===== config.mk =====
export PLATFORM = sky130hd
export DESIGN_NAME = auto_reload_soft_timer_bank
export DESIGN_NICKNAME = d
export VERILOG_FILES = /design/src/hw/rtl/arstb_pkg.sv /design/src/hw/rtl/arstb_count_store.sv /design/src/hw/rtl/auto_reload_soft_timer_bank.sv
export VERILOG_INCLUDE_DIRS = /design/src /design/src/hw/rtl
export SDC_FILE = /design/constraint.sdc
export NUM_CORES = 1
export LEC_CHECK = 0
export BUFFER_PORTS_ARGS = -buffer_cell sky130_fd_sc_hd__clkbuf_2
export CAP_MARGIN = 20
export CORE_UTILIZATION = 50
export DETAILED_ROUTE_END_ITERATION = 16
export MAX_ROUTING_LAYER = met4
export PLACE_DENSITY = 0.66
export SYNTH_ARGS = -nofsm -noshare
export SYNTH_HDL_FRONTEND = slang
export SYNTH_HIERARCHICAL = 1
export SYNTH_SLANG_ARGS = --single-unit

===== constraint.sdc =====
create_clock -name clock -period 15.4 [get_ports clock]
set_input_delay 3.08 -clock clock [delete_from_list [all_inputs] [get_ports clock]]
set_output_delay 3.08 -clock clock [all_outputs]
set_load 0.1 [all_outputs]

===== src/hw/rtl/auto_reload_soft_timer_bank_assert.svh =====
// Assertion macros used by the timer bank top module.
`ifndef AUTO_RELOAD_SOFT_TIMER_BANK_ASSERT_SVH
`define AUTO_RELOAD_SOFT_TIMER_BANK_ASSERT_SVH
`ifndef SYNTHESIS
// Clocked check that is switched off while reset is high.
`define ARSTB_ASSERT(lbl, clk, rst, prop) \
   lbl: assert property (@(posedge clk) disable iff (rst) prop) \
      else $error("%m: assertion failed");
// Clocked check that also runs through reset.
`define ARSTB_ASSERT_ALWAYS(lbl, clk, prop) \
   lbl: assert property (@(posedge clk) prop) \
      else $error("%m: assertion failed");
`else
`define ARSTB_ASSERT(lbl, clk, rst, prop)
`define ARSTB_ASSERT_ALWAYS(lbl, clk, prop)
`endif
`endif


===== src/hw/rtl/arstb_pkg.sv =====
// Package with the types and constants of the auto-reload timer bank.
package arstb_pkg;

   localparam int NUM_TIMERS = 10;
   localparam int IDX_W = (NUM_TIMERS > 1) ? $clog2(NUM_TIMERS) : 1;
   localparam logic [8:0] IDX_LIMIT = 9'(NUM_TIMERS);
   localparam logic [IDX_W-1:0] LAST_IDX = IDX_W'(NUM_TIMERS - 1);

   localparam logic [1:0] FUNC_TICK = 2'd0;
   localparam logic [1:0] FUNC_SET  = 2'd1;
   localparam logic [1:0] FUNC_POLL = 2'd2;

   typedef struct packed {
      logic [1:0]  func;
      logic [7:0]  timer_index;
      logic [15:0] load_value;
   } req_type;

   typedef struct packed {
      logic        expired;
      logic [31:0] tick_count;
   } rsp_type;

   typedef struct packed {
      logic [15:0] preset;
      logic [15:0] current;
   } store_entry_type;

   typedef struct packed {
      logic            en;
      logic [IDX_W-1:0] addr;
      store_entry_type data;
   } store_wr_type;

endpackage


===== src/hw/rtl/arstb_count_store.sv =====
// Timer count memory with per-entry valid bits and a registered read.
module arstb_count_store (
   input  logic                          clock,
   input  logic                          reset,
   input  logic                          rd_en,
   input  logic [arstb_pkg::IDX_W-1:0]   rd_addr,
   input  arstb_pkg::store_wr_type       wr,
   output arstb_pkg::store_entry_type    rd_data
);

   arstb_pkg::store_entry_type entry_mem [arstb_pkg::NUM_TIMERS];
   arstb_pkg::store_entry_type rd_q_ff;
   logic [arstb_pkg::NUM_TIMERS-1:0] vld_ff;
   logic rd_vld_ff;

   always_ff @(posedge clock) begin
      if (wr.en) begin
         entry_mem[wr.addr] <= wr.data;
      end
      if (rd_en) begin
         rd_q_ff <= entry_mem[rd_addr];
      end
   end

   // An entry never written since reset reads as zero.
   always_ff @(posedge clock) begin
      if (reset) begin
         vld_ff    <= '0;
         rd_vld_ff <= 1'b0;
      end else begin
         if (wr.en) begin
            vld_ff[wr.addr] <= 1'b1;
         end
         if (rd_en) begin
            rd_vld_ff <= vld_ff[rd_addr];
         end
      end
   end

   assign rd_data = rd_vld_ff ? rd_q_ff : '0;

endmodule


===== src/hw/rtl/auto_reload_soft_timer_bank.sv =====
// A set or poll item passes through the ST_MOD and ST_DONE states before its result is
// registered at the output. A tick item walks all NUM_TIMERS entries, one read per cycle,
// through the count memory read port, then passes ST_DRAIN and ST_DONE.
// One item is in work at a time; a new item is taken only once the last has left ST_DONE.
// Reset clears the tick counter and all timer valid bits; no
// clearing pass is needed, an unwritten timer reads as zero.
`include "auto_reload_soft_timer_bank_assert.svh"

module auto_reload_soft_timer_bank (
   input  logic                clock,
   input  logic                reset,
   input  logic                req_valid,
   output logic                req_stall,
   input  arstb_pkg::req_type  req_data,
   output logic                rsp_valid,
   input  logic                rsp_stall,
   output arstb_pkg::rsp_type  rsp_data
);

   // One-hot sequencer states.
   typedef enum logic [4:0] {
      ST_IDLE  = 5'b00001,
      ST_MOD   = 5'b00010,
      ST_WALK  = 5'b00100,
      ST_DRAIN = 5'b01000,
      ST_DONE  = 5'b10000
   } state_type;

   state_type state_ff, state_in;
   arstb_pkg::req_type item_ff, item_in;
   logic item_ok_ff, item_ok_in;
   logic [arstb_pkg::IDX_W-1:0] walk_cnt_ff, walk_cnt_in;
   logic wr_pend_ff, wr_pend_in;
   logic [arstb_pkg::IDX_W-1:0] wr_idx_ff, wr_idx_in;
   logic [31:0] elapsed_ff, elapsed_in;
   logic hit_ff, hit_in;
   logic rsp_valid_ff, rsp_valid_in;
   arstb_pkg::rsp_type rsp_data_ff, rsp_data_in;

   logic accept;
   logic idx_ok;
   logic rd_en;
   logic [arstb_pkg::IDX_W-1:0] rd_addr;
   arstb_pkg::store_wr_type wr;
   arstb_pkg::store_entry_type rd_data;

   // The bank takes a new item only when the sequencer is idle. The output
   // register still lets a finished result wait while the next item runs.
   assign req_stall = (state_ff != ST_IDLE);
   assign accept    = req_valid && !req_stall;
   assign idx_ok    = ({1'b0, req_data.timer_index} < arstb_pkg::IDX_LIMIT);

   assign rsp_valid = rsp_valid_ff;
   assign rsp_data  = rsp_data_ff;

   arstb_count_store u_store (
      .clock   (clock),
      .reset   (reset),
      .rd_en   (rd_en),
      .rd_addr (rd_addr),
      .wr      (wr),
      .rd_data (rd_data)
   );

   always_comb begin
      state_in     = state_ff;
      item_in      = item_ff;
      item_ok_in   = item_ok_ff;
      walk_cnt_in  = walk_cnt_ff;
      wr_pend_in   = 1'b0;
      wr_idx_in    = wr_idx_ff;
      elapsed_in   = elapsed_ff;
      hit_in       = hit_ff;
      rsp_valid_in = rsp_valid_ff && rsp_stall;
      rsp_data_in  = rsp_data_ff;
      rd_en        = 1'b0;
      rd_addr      = req_data.timer_index[arstb_pkg::IDX_W-1:0];
      wr.en        = 1'b0;
      wr.addr      = wr_idx_ff;
      wr.data      = rd_data;

      unique case (state_ff)
         ST_IDLE: begin
            if (accept) begin
               item_in    = req_data;
               item_ok_in = idx_ok;
               hit_in     = 1'b0;
               if (req_data.func == arstb_pkg::FUNC_TICK) begin
                  elapsed_in  = elapsed_ff + 32'd1;
                  walk_cnt_in = '0;
                  state_in    = ST_WALK;
               end else begin
                  // A poll fetches its entry now so the data is ready next cycle.
                  rd_en    = (req_data.func == arstb_pkg::FUNC_POLL) && idx_ok;
                  state_in = ST_MOD;
               end
            end
         end
         ST_MOD: begin
            wr.addr = item_ff.timer_index[arstb_pkg::IDX_W-1:0];
            case (item_ff.func)
               arstb_pkg::FUNC_SET: begin
                  if (item_ok_ff) begin
                     wr.en           = 1'b1;
                     wr.data.preset  = item_ff.load_value + 16'd1;
                     wr.data.current = item_ff.load_value + 16'd1;
                  end
               end
               arstb_pkg::FUNC_POLL: begin
                  // An expired timer reloads its count from the preset.
                  if (item_ok_ff && (rd_data.current == 16'd1)) begin
                     wr.en           = 1'b1;
                     wr.data.current = rd_data.preset;
                     hit_in          = 1'b1;
                  end
               end
               default: begin
               end
            endcase
            state_in = ST_DONE;
         end
         ST_WALK: begin
            // Read entry k while entry k-1 is written back.
            rd_en      = 1'b1;
            rd_addr    = walk_cnt_ff;
            wr_pend_in = 1'b1;
            wr_idx_in  = walk_cnt_ff;
            if (walk_cnt_ff == arstb_pkg::LAST_IDX) begin
               state_in = ST_DRAIN;
            end else begin
               walk_cnt_in = walk_cnt_ff + arstb_pkg::IDX_W'(1);
            end
         end
         ST_DRAIN: begin
            state_in = ST_DONE;
         end
         ST_DONE: begin
            if (!rsp_valid_ff || !rsp_stall) begin
               rsp_valid_in           = 1'b1;
               rsp_data_in.expired    = hit_ff;
               rsp_data_in.tick_count = elapsed_ff;
               state_in               = ST_IDLE;
            end
         end
         default: begin
            state_in = ST_IDLE;
         end
      endcase

      // Tick write-back stage: a count above one steps down, one and zero hold.
      if (wr_pend_ff && (rd_data.current > 16'd1)) begin
         wr.en           = 1'b1;
         wr.addr         = wr_idx_ff;
         wr.data.preset  = rd_data.preset;
         wr.data.current = rd_data.current - 16'd1;
      end
   end

   always_ff @(posedge clock) begin
      if (reset) begin
         state_ff     <= ST_IDLE;
         walk_cnt_ff  <= '0;
         wr_pend_ff   <= 1'b0;
         elapsed_ff   <= '0;
         rsp_valid_ff <= 1'b0;
      end else begin
         state_ff     <= state_in;
         walk_cnt_ff  <= walk_cnt_in;
         wr_pend_ff   <= wr_pend_in;
         elapsed_ff   <= elapsed_in;
         rsp_valid_ff <= rsp_valid_in;
      end
   end

   always_ff @(posedge clock) begin
      item_ff     <= item_in;
      item_ok_ff  <= item_ok_in;
      wr_idx_ff   <= wr_idx_in;
      hit_ff      <= hit_in;
      rsp_data_ff <= rsp_data_in;
   end

   // A tick bumps the counter by exactly one.
   `ARSTB_ASSERT(a_tick_count, clock, reset, (accept && (req_data.func == arstb_pkg::FUNC_TICK)) |=> (elapsed_ff == $past(elapsed_ff) + 32'd1))
   // The memory is written only while an item is being worked on.
   `ARSTB_ASSERT(a_wr_state, clock, reset, wr.en |-> (state_ff == ST_MOD || state_ff == ST_WALK || state_ff == ST_DRAIN))
   // The walk never reads the entry that it writes in the same cycle.
   `ARSTB_ASSERT(a_no_rw_clash, clock, reset, (wr.en && rd_en) |-> (wr.addr != rd_addr))
   // Reset leaves the sequencer idle with no result pending.
   `ARSTB_ASSERT_ALWAYS(a_reset_idle, clock, reset |=> ((state_ff == ST_IDLE) && !rsp_valid_ff))

endmodule


# == Yosys cells after proc, flatten, opt, wreduce, memory -nomap -nowiden ==
# Memory sizes are Yosys's and may differ from the RTL's. A register that Yosys moved wholly into a read port is not among the register bits.
# Cells that the tools add are included.
# op_classes
n_lt_le_gt_ge,5
bitwise_logic,1
shift,0
n_mux,36
reduce_logical,20
multipliers,0
add_sub_neg,4
n_eq_ne,18
div,0
# ops
operator,n
37-bit two-way mux,2
32-bit two-way mux,2
"32-bit by 1-bit adder with 32-bit output, second input constant",1
16-bit two-way mux,2
16-bit one-hot mux with 2 select lines,1
5-bit one-hot mux with 4 select lines,1
"16-bit by 1-bit adder with 16-bit output, second input constant",1
"16-bit by 1-bit == test with 1-bit output, second input constant",1
"16-bit by 1-bit > comparator with 1-bit output, second input constant",1
4-bit two-way mux,4
"16-bit by 1-bit subtractor with 16-bit output, second input constant",1
5-bit two-way mux,3
1-bit two-way mux,14
"2-bit inequality test, second input constant",6
"4-bit by 5-bit < comparator with 1-bit output, second input constant",2
10-bit bitwise OR,1
"8-bit by 4-bit < comparator with 1-bit output, second input constant",1
4-bit one-hot mux with 2 select lines,1
4-bit AND reduction,2
1-bit logical AND,6
1-bit one-hot mux with 2 select lines,3
3-bit AND reduction,2
"5-bit by 1-bit == test with 1-bit output, second input constant",1
"5-bit by 2-bit == test with 1-bit output, second input constant",1
19 further kinds,24
# word_totals
ff_bits,115
input_bits,30
latch_bits,0
mem_bits_rw,320
mem_bits_ro,0
wordCells,100
mem_count,1
output_inout_bits,35
# mem_list
memory,words,word_bits,read_ports,rd_clocked_by_memory_dff,write_ports,line_no,source
u_store.entry_mem,10,32,1,1,1,arstb_count_store.sv:11,arstb_pkg::store_entry_type entry_mem [arstb_pkg::NUM_TIMERS];

# == Depth between registers and ports, before layout ==
# logic_depth
word_depth,12
mapped_depth,13
ltp_nobuf,11

# == Cells and area by module ==
# The synthesis kept the hierarchy.
# modules_own_cells
module,cells_each,seq_area_each_um2,instances,area_each_um2
arstb_count_store,572,10790.3,1,13660.6
auto_reload_soft_timer_bank,531,2692.6,1,5200.0

# == Worst setup path before layout ==
# No wires, ideal clock.
# synth_timing
path_type,input port to flip-flop
start,input port req_data[23] (netlist name)
end,register u_store.rd_vld_ff
path_buffers,0
arrival_ns,6.792
setup_ns,0.102
setup_slack_ns,8.506
cell_stages,6
t_required_ns,15.298
path_cell_list,nor4_1 and2_1 nand3b_1 o21ai_0 o311ai_0 o32ai_1
# synth_via
elab_chain_len,5
# synth_lines
item,line_no,source
start: declaration,auto_reload_soft_timer_bank.sv:14,"input arstb_pkg::req_type req_data,"
8-bit by 4-bit < comparator with 1-bit output,auto_reload_soft_timer_bank.sv:51,"assign idx_ok = ({1'b0, req_data.timer_index} < arstb_pkg::IDX_LIMIT);"
via idx_ok,auto_reload_soft_timer_bank.sv:41,logic idx_ok;
1-bit logical AND,auto_reload_soft_timer_bank.sv:94,rd_en = (req_data.func == arstb_pkg::FUNC_POLL) && idx_ok;
1-bit two-way mux,auto_reload_soft_timer_bank.sv:88,if (req_data.func == arstb_pkg::FUNC_TICK) begin
1-bit two-way mux,auto_reload_soft_timer_bank.sv:84,if (accept) begin
1-bit one-hot mux with 2 select lines,auto_reload_soft_timer_bank.sv:82,unique case (state_ff)
via rd_en,auto_reload_soft_timer_bank.sv:42,logic rd_en;
end signal: assignment,arstb_count_store.sv:35,rd_vld_ff <= vld_ff[rd_addr];
end: declaration,arstb_count_store.sv:14,logic rd_vld_ff;
# The timed path passes the listed nets, and every way through them passes these cells.
# A chain may end at the register's enable or synchronous reset.

# == Final worst setup path ==
# layout_timing
start,input port req_data[17] (netlist name)
end,"register, netlist name u_store/rd_q_ff[1]"
# layout_via
word_cells_on_any_way,6
cone_classes,order compare: 1; mux: 4; reduce/logical: 1
# layout_lines
item,line_no,source
4-bit two-way mux,auto_reload_soft_timer_bank.sv:82,
via rd_addr (one bit),auto_reload_soft_timer_bank.sv:43,logic [arstb_pkg::IDX_W-1:0] rd_addr;
# The timed path passes the listed nets, and every way through them passes these cells.

==> qor.yml <==
outcome:
  status: "complete, no violations"
synth:
  yosys_warnings: 6
  syn_area_per_cell_um2: 17.1
  synth_top_area_cell: "edfxtp_1"
  ys_seq_area_share_pct: 71.5
  syn-num-nets: 1141
  ys_ff_latch: 467
  postSynthCellCount: 1103
  synth_area_um2: 18900
  synthArstFlopShare_pct: 0
  ys_top_cells_by_area: "edfxtp_1 (66%), mux4_2 (12%), dfxtp_1 (5.7%)"
  synth_ff_type: "edfxtp_1"
  synth.top_cell.area_share_pct: 65.8
  synth_edf_count: 413
  synthDistinctLibCells: 69
timing:
  hold_viol: 0
  rsz0062_at_grt: "no"
  finalCritPeriodShare_pct: 35.7
  relSlewSlack_pct: 28.5
  max_freq_ghz: 0.182
  setup_ws_ns: 9.90
  fin_crit_ns: 5.50
  setup_violations: 0
  skew_ns: 0.0116
  drv_slew: 0
  worst_pin_slew_ns: 1.07
  tns_ns: 0
drt:
  num_vias: 10000
  drcViolationCount: 0
  vias_per_cell: 5.79
  ant_nets: 0
  firstDrtPassIters: 5
  wire_per_inst_um: 23.1
  drt-initial-drc-count: 681
  drt-total-wl_um: 40000
global_routing:
  grt_first_pass_wirelength_um: 61200
  grt_pass1_vias: 10100
  grt_usage_pct: 22.1
  grt-ovfl-total: 0
  grt_max_degree: 69
  grt_antenna_before_repair: 0
pwr:
  powerDensity_nw_per_um2: 127
  leakage_uw: 0.00607
  ir_drop_mv: 0.105
layout:
  area_delta_synth_final_pct: 13.4
  drive_above_1_share_pct: 23.9
  final_nets: 1230
  fillers: 2736
  antenna-diode-count: 0
worst_setup_path:
  slowest_stage: "buf_4"
  reg2reg_depth: 10
  cp_slowest_stage_delay_ns: 0.78
  worstPathCellList: "clkbuf_2 > nand2_1 > o21ai_4 > buf_4 > buf_4 > mux4_2 > mux4_2"
  required_ns: 15.69
  crit_arrival_ns: 5.79
  cp_max_fo: 42
  start_kind: "input port"
  r2r_setup_slack_ns: 10.20
  path_buf_inv: 3
  cp-end-kind: "register"
  rr_startpoint: "u_store/rd_vld_ff"
  crit_type: "input port to register"
  worstReg2RegEnd: "u_store/entry_mem[6][16]"
  cp_top_family: "buffers and inverters"
placed_design:
  dp_hpwl_um: 22200
  portBuffers: 64
  pre_cts_ws_ns: 9.24
  gp_congestion: 0.839
floorplanning:
  start_util_pct: 51.2
  die_area_um2: 38500
  std_cell_rows: 70
  chipHeight_um: 196
  core_um2: 36900
  die_w_um: 196
  ios: 65
hold_path:
  whs_path_depth: 0
  hp-start: "hit_ff"
  holdPathEnd: "rsp_data[32]"
  holdCritPathClass: "register to register"
cts:
  root_buffer: "clkbuf_16"
  cts_buffer_depth: 3
  postCtsResizedCells: 0
  cts_buffers: 48
  post-cts-setup-buffers: 0
  clk_latency_ns: 0.56
  cts_tree: "done"
  cts-htree-levels: 2
  postCtsHoldBufs: 0
  clock_sinks: 467
  clk_pin_slew_ns: 0.06
flow_run:
  drv_cap: 0
==> Yosys cell counts, types with 2 or more instances <==
master and instances:
clkbuf_1 25, xor2_1 11, a221oi_1 3, inv_1 22
and3_1 2, nand3b_1 3, nor2_1 88, nand2_1 41
or3b_2 2, nand4_1 12, o21ai_1 2, buf_12 3
buf_2 14, and3b_1 2, o211ai_1 5, o32a_1 3
nor3b_1 4, mux2i_1 3, nor2b_1 7, buf_1 2
mux4_2 97, o21ba_2 2, o2bb2ai_1 3, and4_1 4
nor3_4 2, and2_1 38, xnor2_1 26, nor3_1 28
dfxtp_1 54, a21o_1 2, nand3_1 24, edfxtp_1 413
nor4_1 7, nor3_2 2, buf_4 3, a31oi_1 7
or3_1 16, a2bb2oi_1 7, a21oi_1 48, buf_6 2
o21ai_0 22, mux2_2 7, o21bai_1 2, ha_1 8
==> metal layers <==
layer  part of all wire [%]  vias to the layer above  global-route usage [%]
met3                    5.5                       70                    3.20
met1                     42                     5163                    29.9
met2                     50                      271                    35.2
li1                       -                     4531                       -
met4                    2.3                        0                    6.63
met5                      0                        -                       -
==> layout make-up <==
cell class	instances	area [µm²]	area share (%)
Sequential cell	467	13500	63.0
Multi-Input combinational cell	565	5130	24.0
Clock buffer	60	1280	5.97
Tap cell	504	631	2.95
Timing Repair Buffer	88	533	2.49
Clock inverter	26	253	1.18
Inverter	22	82.6	0.386
==> stage by stage <==
stage | power, µW | utilization [%] | hold slack [ns] | instance area [µm²] | cells
6_report | 2720 | 58.0 | 0.455 | 21400 | 1732
3_5_place_dp | 1610 | 53.7 | 0.421 | 19800 | 1644
4_1_cts | 2730 | 57.9 | 0.458 | 21300 | 1730
2_1_floorplan | 1560 | - | 0.400 | 18900 | 1103
5_1_grt | 2790 | 58.0 | 0.463 | 21400 | 1732
3_3_place_gp | 1610 | 53.7 | 0.435 | 19800 | 1644
==> power by group <==
group | total, µW | switching (µW) | internal [µW]
Clock | 1130 | 473 | 657
Sequential | 1410 | 14.9 | 1390
Combinational | 181 | 131 | 50.0
Total | 2720 | 619 | 2100
==> how the worst max path moves through the flow <==
stage	startpoint	to	slack, ns	cells after the start
2_1_floorplan	req_data[23]	u_store/rd_vld_ff	8.51	6
3_3_place_gp	req_data[17]	u_store/rd_q_ff[13]	9.30	7
3_5_place_dp	req_data[17]	u_store/rd_q_ff[13]	9.24	7
4_1_cts	req_data[17]	u_store/rd_q_ff[13]	9.84	7
5_1_grt	req_data[17]	u_store/rd_q_ff[1]	9.72	7
6_report	req_data[17]	u_store/rd_q_ff[1]	9.90	7
==> placed cells by master (no fill, tap or decap), drive strengths merged, types with 3 or more instances in the layout <==
cell	instances
inv	24
mux4	97
clkbuf	124
nor4	7
a2bb2oi	7
mux2	7
bufinv	4
nor2b	7
nand4	12
nand3	24
dfxtp	54
o2bb2ai	3
and4	4
nor3	32
a21oi	48
and2	38
a221oi	3
o21ai	24
a31oi	8
mux2i	3
nand3b	3
nand2	41
o211ai	5
xor2	11
buf	24
nor2	89
clkinvlp	5
edfxtp	413
clkinv	15
xnor2	26
nor3b	4
or3	17
o32a	3
ha	8
==> registers in the layout (all words and copies together) (netlist names), 4 cells and up <==
register,cells
u_store/rd_q_ff,32
u_store/vld_ff,10
item_ff,22
u_store/entry_mem,320
state_ff,5
rsp_data,33
elapsed_ff,32
wr_idx_ff,4
walk_cnt_ff,4
==> worst register-to-register path: stages, from the launching register on <==
cell      delay (ns)
dfxtp_1         0.29
buf_4           0.25
and2_1          0.26
nor4_1          0.91
nand4_1         0.29
nor3_4          0.88
o21ai_0         0.17
nand2_1         0.25
nor4bb_1        0.45
and2_2          0.65
buf_4           0.44
==> cells by family (layout without fill, tap and decap cells) <==
family / Yosys count / count (layout) / share of synthesized area, %
flip-flops: 467 / 467 / 71.5
AND/OR/NAND/NOR: 292 / 292 / 8.09
AO/OA/AOI/OAI: 121 / 121 / 4.11
multiplexers: 107 / 107 / 12.2
buffers and inverters: 71 / 196 / 1.90
XOR/XNOR: 37 / 37 / 1.72
adder cells (fa/ha/maj): 8 / 8 / 0.531
Power figures use the tool's default switching activity.
